==> src/rtl/spjq_pkg.sv <==
// Package for the sorted priority job queue: item layouts, status codes,
// controller states and the command and status groups between controller and datapath.
// Depends on nothing.
package spjq_pkg;

    localparam logic KIND_INSERT = 1'b0;
    localparam logic KIND_POP    = 1'b1;

    localparam logic [1:0] STATUS_DONE       = 2'd0;
    localparam logic [1:0] STATUS_FULL_REJ   = 2'd1;
    localparam logic [1:0] STATUS_EMPTY_REJ  = 2'd2;

    typedef struct packed {
        logic        kind;
        logic [15:0] seq_number;
        logic [7:0]  producer;
        logic [3:0]  urgency;
        logic [3:0]  duration;
        logic [16:0] tag;
    } request_t;

    typedef struct packed {
        logic [1:0]  status;
        logic        job_valid;
        logic [15:0] out_seq_number;
        logic [7:0]  out_producer;
        logic [3:0]  out_urgency;
        logic [3:0]  out_duration;
        logic [16:0] out_tag;
        logic [4:0]  occupancy;
        logic        empty_flag;
        logic        full_flag;
    } result_t;

    typedef struct packed {
        logic [15:0] seq_number;
        logic [7:0]  producer;
        logic [3:0]  urgency;
        logic [3:0]  duration;
        logic [16:0] tag;
    } job_t;

    typedef enum logic [1:0] {
        ST_IDLE,
        ST_INS_STEP,
        ST_INS_CMP,
        ST_POP_OUT
    } state_t;

    typedef struct packed {
        logic load_job;
        logic rd_head;
        logic rd_prev;
        logic shift;
        logic place;
        logic pop_finish;
        logic reject_full;
        logic reject_empty;
    } cmd_t;

    typedef struct packed {
        logic full;
        logic empty;
        logic pos_zero;
        logic shift_needed;
    } status_t;

endpackage

==> src/rtl/spjq_controller.sv <==
// Controller state machine for the sorted priority job queue.
// Depends on spjq_pkg for the state, command and status types.
module spjq_controller
(
    input  logic              clk,
    input  logic              rst_n,
    input  logic              start,
    input  logic              kind,
    input  spjq_pkg::status_t status,
    output logic              busy,
    output spjq_pkg::cmd_t    cmd
);

    spjq_pkg::state_t state_reg;
    spjq_pkg::state_t state_next;

    always_ff @(posedge clk or negedge rst_n)
    begin
        if (!rst_n)
        begin
            state_reg <= spjq_pkg::ST_IDLE;
        end
        else
        begin
            state_reg <= state_next;
        end
    end

    always_comb
    begin
        state_next = state_reg;
        unique case (state_reg)
            spjq_pkg::ST_IDLE:
            begin
                if (start)
                begin
                    if (kind == spjq_pkg::KIND_INSERT)
                    begin
                        if (!status.full)
                        begin
                            state_next = spjq_pkg::ST_INS_STEP;
                        end
                    end
                    else if (!status.empty)
                    begin
                        state_next = spjq_pkg::ST_POP_OUT;
                    end
                end
            end
            spjq_pkg::ST_INS_STEP:
            begin
                state_next = status.pos_zero ? spjq_pkg::ST_IDLE : spjq_pkg::ST_INS_CMP;
            end
            spjq_pkg::ST_INS_CMP:
            begin
                state_next = status.shift_needed ? spjq_pkg::ST_INS_STEP : spjq_pkg::ST_IDLE;
            end
            spjq_pkg::ST_POP_OUT:
            begin
                state_next = spjq_pkg::ST_IDLE;
            end
            default:
            begin
                state_next = spjq_pkg::ST_IDLE;
            end
        endcase
    end

    always_comb
    begin
        cmd  = '0;
        busy = 1'b1;
        unique case (state_reg)
            spjq_pkg::ST_IDLE:
            begin
                busy = 1'b0;
                if (start)
                begin
                    if (kind == spjq_pkg::KIND_INSERT)
                    begin
                        cmd.load_job    = !status.full;
                        cmd.reject_full = status.full;
                    end
                    else
                    begin
                        cmd.rd_head      = !status.empty;
                        cmd.reject_empty = status.empty;
                    end
                end
            end
            spjq_pkg::ST_INS_STEP:
            begin
                cmd.place   = status.pos_zero;
                cmd.rd_prev = !status.pos_zero;
            end
            spjq_pkg::ST_INS_CMP:
            begin
                cmd.shift = status.shift_needed;
                cmd.place = !status.shift_needed;
            end
            spjq_pkg::ST_POP_OUT:
            begin
                cmd.pop_finish = 1'b1;
            end
            default:
            begin
                cmd = '0;
            end
        endcase
    end

endmodule

==> src/rtl/spjq_datapath.sv <==
// Datapath for the sorted priority job queue: the circular job memory, its
// pointers and count, the walking insert position and the result register.
// Depends on spjq_pkg for the item, job, command and status types.
module spjq_datapath
#(
    parameter int DEPTH = 16
)
(
    input  logic               clk,
    input  logic               rst_n,
    input  spjq_pkg::request_t request,
    input  spjq_pkg::cmd_t     cmd,
    output spjq_pkg::status_t  status,
    output spjq_pkg::result_t  result,
    output logic               done
);

    localparam int AW = $clog2(DEPTH);
    localparam int CW = $clog2(DEPTH + 1);
    localparam logic [AW-1:0] LAST = AW'(DEPTH - 1);
    localparam logic [CW-1:0] FULL_COUNT = CW'(DEPTH);

    spjq_pkg::job_t mem [DEPTH];

    logic [AW-1:0] head_reg, head_next;
    logic [AW-1:0] tail_reg, tail_next;
    logic [AW-1:0] wr_ptr_reg, wr_ptr_next;
    logic [CW-1:0] count_reg, count_next;
    logic [CW-1:0] pos_reg, pos_next;
    spjq_pkg::job_t    job_reg, job_next;
    spjq_pkg::job_t    rd_data_reg;
    spjq_pkg::result_t result_reg, result_next;
    logic              done_reg, done_next;

    logic [AW-1:0]  prev_ptr;
    logic [AW-1:0]  head_inc;
    logic [AW-1:0]  tail_inc;
    logic           mem_we;
    logic           mem_re;
    logic [AW-1:0]  mem_raddr;
    spjq_pkg::job_t mem_wdata;

    assign prev_ptr  = (wr_ptr_reg == '0) ? LAST : wr_ptr_reg - 1'b1;
    assign head_inc  = (head_reg == LAST) ? '0 : head_reg + 1'b1;
    assign tail_inc  = (tail_reg == LAST) ? '0 : tail_reg + 1'b1;
    assign mem_we    = cmd.shift | cmd.place;
    assign mem_wdata = cmd.shift ? rd_data_reg : job_reg;
    assign mem_re    = cmd.rd_head | cmd.rd_prev;
    assign mem_raddr = cmd.rd_head ? head_reg : prev_ptr;

    always_ff @(posedge clk)
    begin
        if (mem_we)
        begin
            mem[wr_ptr_reg] <= mem_wdata;
        end
        if (mem_re)
        begin
            rd_data_reg <= mem[mem_raddr];
        end
    end

    assign status.full         = (count_reg == FULL_COUNT);
    assign status.empty        = (count_reg == '0);
    assign status.pos_zero     = (pos_reg == '0);
    assign status.shift_needed = (rd_data_reg.urgency > job_reg.urgency);

    always_comb
    begin
        head_next   = head_reg;
        tail_next   = tail_reg;
        wr_ptr_next = wr_ptr_reg;
        count_next  = count_reg;
        pos_next    = pos_reg;
        job_next    = job_reg;
        result_next = result_reg;
        done_next   = 1'b0;

        if (cmd.load_job)
        begin
            job_next.seq_number = request.seq_number;
            job_next.producer   = request.producer;
            job_next.urgency    = request.urgency;
            job_next.duration   = request.duration;
            job_next.tag        = request.tag;
            wr_ptr_next         = tail_reg;
            pos_next            = count_reg;
        end

        if (cmd.shift)
        begin
            wr_ptr_next = prev_ptr;
            pos_next    = pos_reg - 1'b1;
        end

        if (cmd.place)
        begin
            tail_next  = tail_inc;
            count_next = count_reg + 1'b1;
        end

        if (cmd.pop_finish)
        begin
            head_next  = head_inc;
            count_next = count_reg - 1'b1;
        end

        if (cmd.place || cmd.pop_finish || cmd.reject_full || cmd.reject_empty)
        begin
            done_next   = 1'b1;
            result_next = '0;
            if (cmd.reject_full)
            begin
                result_next.status = spjq_pkg::STATUS_FULL_REJ;
            end
            else if (cmd.reject_empty)
            begin
                result_next.status = spjq_pkg::STATUS_EMPTY_REJ;
            end
            else
            begin
                result_next.status = spjq_pkg::STATUS_DONE;
            end
            if (cmd.pop_finish)
            begin
                result_next.job_valid      = 1'b1;
                result_next.out_seq_number = rd_data_reg.seq_number;
                result_next.out_producer   = rd_data_reg.producer;
                result_next.out_urgency    = rd_data_reg.urgency;
                result_next.out_duration   = rd_data_reg.duration;
                result_next.out_tag        = rd_data_reg.tag;
            end
            result_next.occupancy  = 5'(count_next);
            result_next.empty_flag = (count_next == '0);
            result_next.full_flag  = (count_next == FULL_COUNT);
        end
    end

    always_ff @(posedge clk or negedge rst_n)
    begin
        if (!rst_n)
        begin
            head_reg  <= '0;
            tail_reg  <= '0;
            count_reg <= '0;
            done_reg  <= 1'b0;
        end
        else
        begin
            head_reg  <= head_next;
            tail_reg  <= tail_next;
            count_reg <= count_next;
            done_reg  <= done_next;
        end
    end

    always_ff @(posedge clk)
    begin
        wr_ptr_reg <= wr_ptr_next;
        pos_reg    <= pos_next;
        job_reg    <= job_next;
        result_reg <= result_next;
    end

    assign result = result_reg;
    assign done   = done_reg;

    a_count_bounded: assert property (@(posedge clk) disable iff (!rst_n)
        count_reg <= FULL_COUNT)
        else $error("Queue count exceeds the depth.");

    a_place_grows: assert property (@(posedge clk) disable iff (!rst_n)
        cmd.place |=> (count_reg == $past(count_reg) + 1'b1) && done)
        else $error("Placing an item did not grow the queue by one.");

    a_pop_shrinks: assert property (@(posedge clk) disable iff (!rst_n)
        cmd.pop_finish |=> (count_reg == $past(count_reg) - 1'b1) && done
            && result.job_valid)
        else $error("Popping an item did not shrink the queue by one.");

    a_job_means_done: assert property (@(posedge clk) disable iff (!rst_n)
        (done && result.job_valid) |-> (result.status == spjq_pkg::STATUS_DONE))
        else $error("A returned job carries a rejection status.");

endmodule

==> src/rtl/sorted_priority_job_queue.sv <==
// Bounded sorted priority queue of job records, kept in ascending urgency
// with equal urgencies in arrival order. An item is taken when start is high
// while busy is low; its result is shown for one cycle with done high and
// cannot be held off. A rejected item keeps busy low and its result follows
// in the next cycle. A pop keeps busy high for one cycle. An insert walks
// back from the tail of the job memory, reading each entry in ST_INS_STEP
// and, in ST_INS_CMP, moving it back one place while its urgency number is
// higher, until it reaches the head or an entry of lower or equal number.
// The result comes in the same cycle in which busy falls.
// Depends on spjq_pkg, spjq_controller and spjq_datapath.
module sorted_priority_job_queue
#(
    parameter int DEPTH = 16
)
(
    input  logic               clk,
    input  logic               rst_n,
    input  logic               start,
    input  spjq_pkg::request_t request,
    output logic               busy,
    output logic               done,
    output spjq_pkg::result_t  result
);

    spjq_pkg::cmd_t    cmd;
    spjq_pkg::status_t status;

    spjq_controller u_controller
    (
        .clk    (clk),
        .rst_n  (rst_n),
        .start  (start),
        .kind   (request.kind),
        .status (status),
        .busy   (busy),
        .cmd    (cmd)
    );

    spjq_datapath
    #(
        .DEPTH (DEPTH)
    )
    u_datapath
    (
        .clk     (clk),
        .rst_n   (rst_n),
        .request (request),
        .cmd     (cmd),
        .status  (status),
        .result  (result),
        .done    (done)
    );

endmodule
==> config.mk <==
export PLATFORM = sky130hd
export DESIGN_NAME = sorted_priority_job_queue
export DESIGN_NICKNAME = d
export VERILOG_FILES = /design/src/rtl/spjq_pkg.sv /design/src/rtl/spjq_controller.sv /design/src/rtl/spjq_datapath.sv /design/src/rtl/sorted_priority_job_queue.sv
export SDC_FILE = /design/constraint.sdc
export NUM_CORES = 1
export LEC_CHECK = 0
export ABC_AREA = 1
export ABC_CLOCK_PERIOD_IN_PS = 11600
export BUFFER_PORTS_ARGS = -buffer_cell sky130_fd_sc_hd__buf_2
export CORE_UTILIZATION = 47
export CTS_BUF_LIST = sky130_fd_sc_hd__clkbuf_8 sky130_fd_sc_hd__clkbuf_16
export DETAILED_ROUTE_END_ITERATION = 8
export GPL_TIMING_DRIVEN = 0
export PLACE_DENSITY = 0.7
export SLEW_MARGIN = 20
export SYNTH_ARGS = -nofsm -noshare
export SYNTH_HDL_FRONTEND = slang
export SYNTH_SLANG_ARGS = --single-unit
==> constraint.sdc <==
create_clock -name clk -period 11.6 [get_ports clk]
set_input_delay 0 -clock clk [delete_from_list [all_inputs] [get_ports clk]]
set_output_delay 0 -clock clk [all_outputs]
set_load 0.05 [all_outputs]
* After elaboration in Yosys (flattened, before gate mapping)
Memories as Yosys holds them, arrays and structs flattened. A register that Yosys moved wholly into a read port is not among the register bits.
Index checks and enable logic that the tools add are counted.
** Storage, ports and cells
- Output and inout bits :: 61
- Memories kept :: 1
- Memory bits (writable) :: 784
- Input bits :: 53
- Flip-flop bits (word level) :: 133
** Cells by class
- Bitwise logic cells :: 2
- Magnitude comparators :: 1
- Eq/ne operators :: 10
- Reductions and logical operators :: 14
- Add/sub/neg operators :: 6
- Muxes and demuxes :: 36
** Memories
- u_datapath.mem :: depth 16, bits a word 49, read ports 1, clocked after memory_dff 1, wr ports 1, RTL line spjq_datapath.sv:23 : spjq_pkg::job_t mem [DEPTH];
** Operators by type and width (count)
- $mux W50 :: 1
- $mux W49 :: 1
- $mux W4 :: 6
- $mux W2 :: 10
- $mux W5 :: 4
- $logic_not A5 Y1 :: 3
- $mux W1 :: 12
- $eq A5 B5 Y1 const B :: 2
- $sub A5 B1 Y5 const B :: 2
- $add A4 B1 Y4 const B :: 2
- $eq A4 B4 Y1 const B :: 2
- $pmux W2 S4 :: 1
- $ne A3 B3 Y1 const B :: 2
- $add A5 B1 Y5 const B :: 1
- $eq A2 B2 Y1 const B :: 2
- $gt A4 B4 Y1 :: 1
- $logic_not A1 Y1 :: 4
- $logic_not A4 Y1 :: 1
- $sub A4 B1 Y4 const B :: 1
- $logic_or A1 B1 Y1 :: 3
- $reduce_and A3 Y1 :: 1
- $eq A2 B1 Y1 const B :: 1
- $logic_not A2 Y1 :: 1
- $ne A2 B2 Y1 const B :: 1
- 3 further kinds :: 4

* Longest topological paths before layout
- Depth after elaboration :: 7
- Depth in mapped cells :: 17

* Cells and area by module
A second synthesis with hierarchy kept.
** Unflattened totals
- Cells, all modules :: 3752
- Area total of the unflattened synthesis :: 41048.1 sq um
** By module, submodules not included
- spjq_datapath :: area an instance 40770.4 sq um, sequential area each 28877.7 sq um, cells each 3708, times used 1
- spjq_controller :: area an instance 277.8 sq um, sequential area each 50.0 sq um, cells each 44, times used 1

* Worst setup path after synthesis
OpenSTA, ideal clock, no wires.
- Path type :: flip-flop to flip-flop
- Start point :: register, netlist name u_datapath.rd_data_reg[24]
- End point :: memory u_datapath.mem[10][0] (netlist bit) (enable)
- Cell stages (with the launch flop) :: 15
- Buffers on the path :: 0
- Arrival time :: 3.705 ns
- Path slack :: 7.439 ns
- Cell sequence :: edfxtp_1 ha_1 nand2_1 inv_1 nand2_1 nand2_1 nand2_1 nand2_1 nand2_1 nand2_1 inv_1 nor2_1 inv_1 nand2_1 nor2_1
** Between the ends
- Cells in the longest elaborated chain, start to end :: 6
- Elaborated cells on any way between the ends :: 7
- Classes of those cells :: 1 x order compare; 4 x mux; 1 x bitwise; 1 x reduce/logical
** Ends and longest elaborated chain
- $gt A4 B4 Y1 (*) :: RTL line spjq_datapath.sv:66 : assign status.shift_needed = (rd_data_reg.urgency > job_reg.urgency);
- $logic_not A1 Y1 :: RTL line spjq_controller.sv:99 : cmd.place = !status.shift_needed;
- $pmux W1 S2 :: RTL line spjq_controller.sv:73 : unique case (state_reg)
- $or A1 B1 Y1 (*) :: RTL line spjq_datapath.sv:46 : assign mem_we = cmd.shift | cmd.place;
- $mux W1 (*) :: RTL line spjq_datapath.sv:53 : if (mem_we)
- $mux W1 (not written as such) (*) :: RTL line spjq_datapath.sv:55 : mem[wr_ptr_reg] <= mem_wdata;
- end, declared :: RTL line spjq_datapath.sv:23
Every way passes the cells marked *; elsewhere a longest branch is shown, timed or not.

==> results.py <==
metrics = {
    "timing": {
        "post-route-period-util_pct": 39.7,
        "fmax_mhz": 217,
        "drv_slew": 0,
        "finalHoldViolCount": 0,
        "rsz0062_at_grt": "no",
        "finalSetupTns_ns": 0,
        "period_needed_ns": 4.60,
        "maxSlewHeadroom_pct": 20.4,
        "skew_ns": 0.0310,
        "tightest_slew_ns": 1.19,
        "setup_violations": 0,
    },
    "critical_path": {
        "crit_family": "buffers and inverters",
        "worst-path-max-fanout": 16,
        "regToRegStartpoint": "u_datapath.rd_data_reg[22]$_DFFE_PP_",
        "critPathArrivalTime_ns": 4.97,
        "path_buf_inv": 3,
        "cp-start-kind": "register",
        "crit_slowest_cell": "clkbuf_1",
        "critPathRequiredTime_ns": 11.97,
        "crit_top_cell": "nand2_1",
        "worstSetupEndpointType": "register",
        "path_class": "register to register",
        "cp_cell_sequence": "ha_1, nand2_1, nand2_1, nand2_1, nand2_1, nand3_1, inv_1, clkbuf_1, clkbuf_1, nand2_1, nand2_1",
        "critPathLaunch": "u_datapath.rd_data_reg[22]$_DFFE_PP_",
        "slowest_delay_ns": 0.85,
    },
    "synthesis": {
        "yosys_warnings": 0,
        "synth_top_family_by_area": "simple AND/OR/NAND/NOR gates",
        "yosysUniqueCellTypes": 29,
        "synth-seq-cells": 966,
        "yosysMostFrequentCell": "nand2_1",
        "synthMuxAreaShare_pct": 0,
        "synth_ff_type": "edfxtp_1",
        "syn_area_per_cell_sq_um": 12.2,
        "async_reset_ff_share_pct": 1.66,
        "yosysSeqAreaShare_pct": 73.3,
        "yosys.area.top_type": "edfxtp_1",
        "ys_top_cells_by_count": "994 x nand2_1, 950 x edfxtp_1, 388 x inv_1",
        "ys_top_cells_by_area": "edfxtp_1 72%, nand2_1 9.5%, o211ai_1 5.6%",
        "synthXorXnorAreaFrac_pct": 0.133,
        "synth-compound-area-share_pct": 6.13,
        "synth-simple-area-share_pct": 13.9,
        "synth_top_area_share_pct": 72.3,
        "synthCells": 3238,
        "syn_area_sq_um": 39400,
        "yosys.area_share.adder_pct": 0.666,
        "syn_nets": 3312,
        "synth-edff-count": 950,
    },
    "routing": {
        "drtIter0Drc": 4060,
        "dr.pass1.iters": 9,
        "drc": 0,
        "wirelength_microns": 118000,
        "vias_per_cell": 5.70,
        "drt-met1-wl_microns": 44600,
        "drt-wirelength-per-cell_microns": 25.1,
        "top_layer": "met5",
        "drtAntennaViolNets": 0,
        "dr_wl_met3_microns": 13800,
        "vias": 26800,
        "wl_met2_microns": 54300,
    },
    "floorplan": {
        "num_io_pins": 114,
        "fp-row-count": 105,
        "die_height_microns": 292,
        "core-area_sq_um": 82500,
        "start_util_pct": 47.8,
        "die_w_microns": 292,
        "die_area_sq_um": 85100,
    },
    "cts": {
        "post_cts_buffers": 0,
        "clock_latency_ns": 0.67,
        "cts_resized": 0,
        "cts-hold-fix-buffers": 54,
        "tritoncts": "built",
        "path_clk_slew_ns": 0.06,
        "root_buffer": "clkbuf_16",
        "clk_path_buf_depth": 3,
        "htreeDepth": 3,
        "cts_buffers": 97,
        "clkSinkCount": 966,
    },
    "placement": {
        "dp_hpwl_microns": 76700,
        "routabilityCongestion": 0.881,
        "portBuffers": 113,
        "placed_area_sq_um": 42600,
    },
    "run_status": {
        "status": "complete, no violations",
    },
    "pwr": {
        "p_total_mw": 12.9,
        "ir_drop_v": 0.000258,
        "p_leak_nw": 18.0,
        "power_density_nw_per_um2": 279,
    },
    "global_route": {
        "grt_pass1_vias": 25600,
        "grt.total_usage_pct": 27.6,
        "gr-total-overflow": 0,
        "antenna_found_initial": 2,
        "grt_max_degree": 27,
        "grt_pass1_wl_microns": 170000,
    },
    "final_layout": {
        "drive_above_1_share_pct": 12.1,
        "post-route-cell-area_sq_um": 46100,
        "multi_input_area_sq_um": 8330,
        "final_util_pct": 55.9,
        "syn_to_final_growth_pct": 17.0,
        "largest_reg_flops": 784,
        "fill_cells": 6486,
        "regArea_sq_um": 28900,
        "nets": 3629,
    },
    "hold_path": {
        "min-delay-start": "request[46]",
        "hold_path.class": "input pin to register",
    },
    "run": {
        "drv_cap": 0,
    },
}
==> layout by cell type (no fill, tap or decap), types with 4 or more instances in the layout <==
cell type and count:
o211ai_1 294, clkbuf_1 57, nor3_1 6, nor2_4 16, edfxtp_1 950, inv_1 407
clkinv_2 15, bufinv_16 5, buf_16 24, xor2_1 4, dlygate4sd3_1 54, a21oi_1 4
buf_6 7, buf_4 12, buf_12 19, dfrtp_1 16, o21ai_1 4, nand2_1 993
clkinvlp_4 6, clkinv_1 25, o21ai_0 20, ha_1 21, clkbuf_16 98, nand3_1 313
nor2_1 10, buf_1 4, buf_2 217
==> per-stage QoR <==
stage               setup slack, ns  instances  hold slack (ns)
floorplan                      7.44       3238           -0.296
global placement               4.08       4421          -0.0518
detailed placement             7.06       4472          -0.0515
CTS                            7.05       4702           0.0124
global route                   6.90       4702           0.0300
finish                         7.00       4703           0.0322
==> layout make-up <==
class | count | area share, %
multi-input combinational | 1702 | 18.1
clock inverter | 77 | 1.14
buffer | 178 | 1.84
antenna | 1 | 0.00542
inverter | 392 | 3.19
sequential | 966 | 62.7
clock buffer | 99 | 5.34
tap | 1070 | 2.90
timing repair buffer | 218 | 4.82
==> kinds of logic after synthesis <==
group | after synthesis
and+or+nand+nor | 1346
DFF | 966
buffers and inverters | 570
AOI/OAI and AO/OA | 329
adders and majority gates | 21
xor gates and xnor gates | 6
==> per-layer routing <==
layer	vias up	GRT usage, %
met5	-	0
met3	324	5.01
met4	2	13.2
li1	11900	-
met1	12800	37.4
met2	1838	43.4
==> power breakdown <==
| group | internal (mW) | total, mW | switching (mW) |
|---|---|---|---|
| Clock | 1.65 | 2.99 | 1.34 |
| Combinational | 1.20 | 5.13 | 3.94 |
| Sequential | 4.62 | 4.76 | 0.136 |
==> worst paths after layout <==
check / cells after the start / slack (ns) / endpoint
max in group asynchronous: 3 / 10.57 / u_datapath.done$_DFF_PN0_
min reg2reg: 2 / 0.53 / u_datapath.result[17]$_SDFFCE_PN0P_
min in group asynchronous: 3 / 0.52 / u_datapath.tail_reg[3]$_DFFE_PN0P_
max: 11 / 7.00 / u_datapath.mem[10][11]$_DFFE_PP_
min: 2 / 0.03 / u_datapath.job_reg[46]$_DFFE_PP_
max reg2reg: 11 / 7.00 / u_datapath.mem[10][11]$_DFFE_PP_
==> worst reg2reg max path: stages (launching register included) <==
cell and delay, ns:
edfxtp_1 0.48, ha_1 0.36, nand2_1 0.06, nand2_1 0.05, nand2_1 0.04, nand2_1 0.07
nand3_1 0.79, inv_1 0.35, clkbuf_1 0.85, clkbuf_1 0.65, nand2_1 0.11, nand2_1 0.51
(Power assumes the default switching activity.)
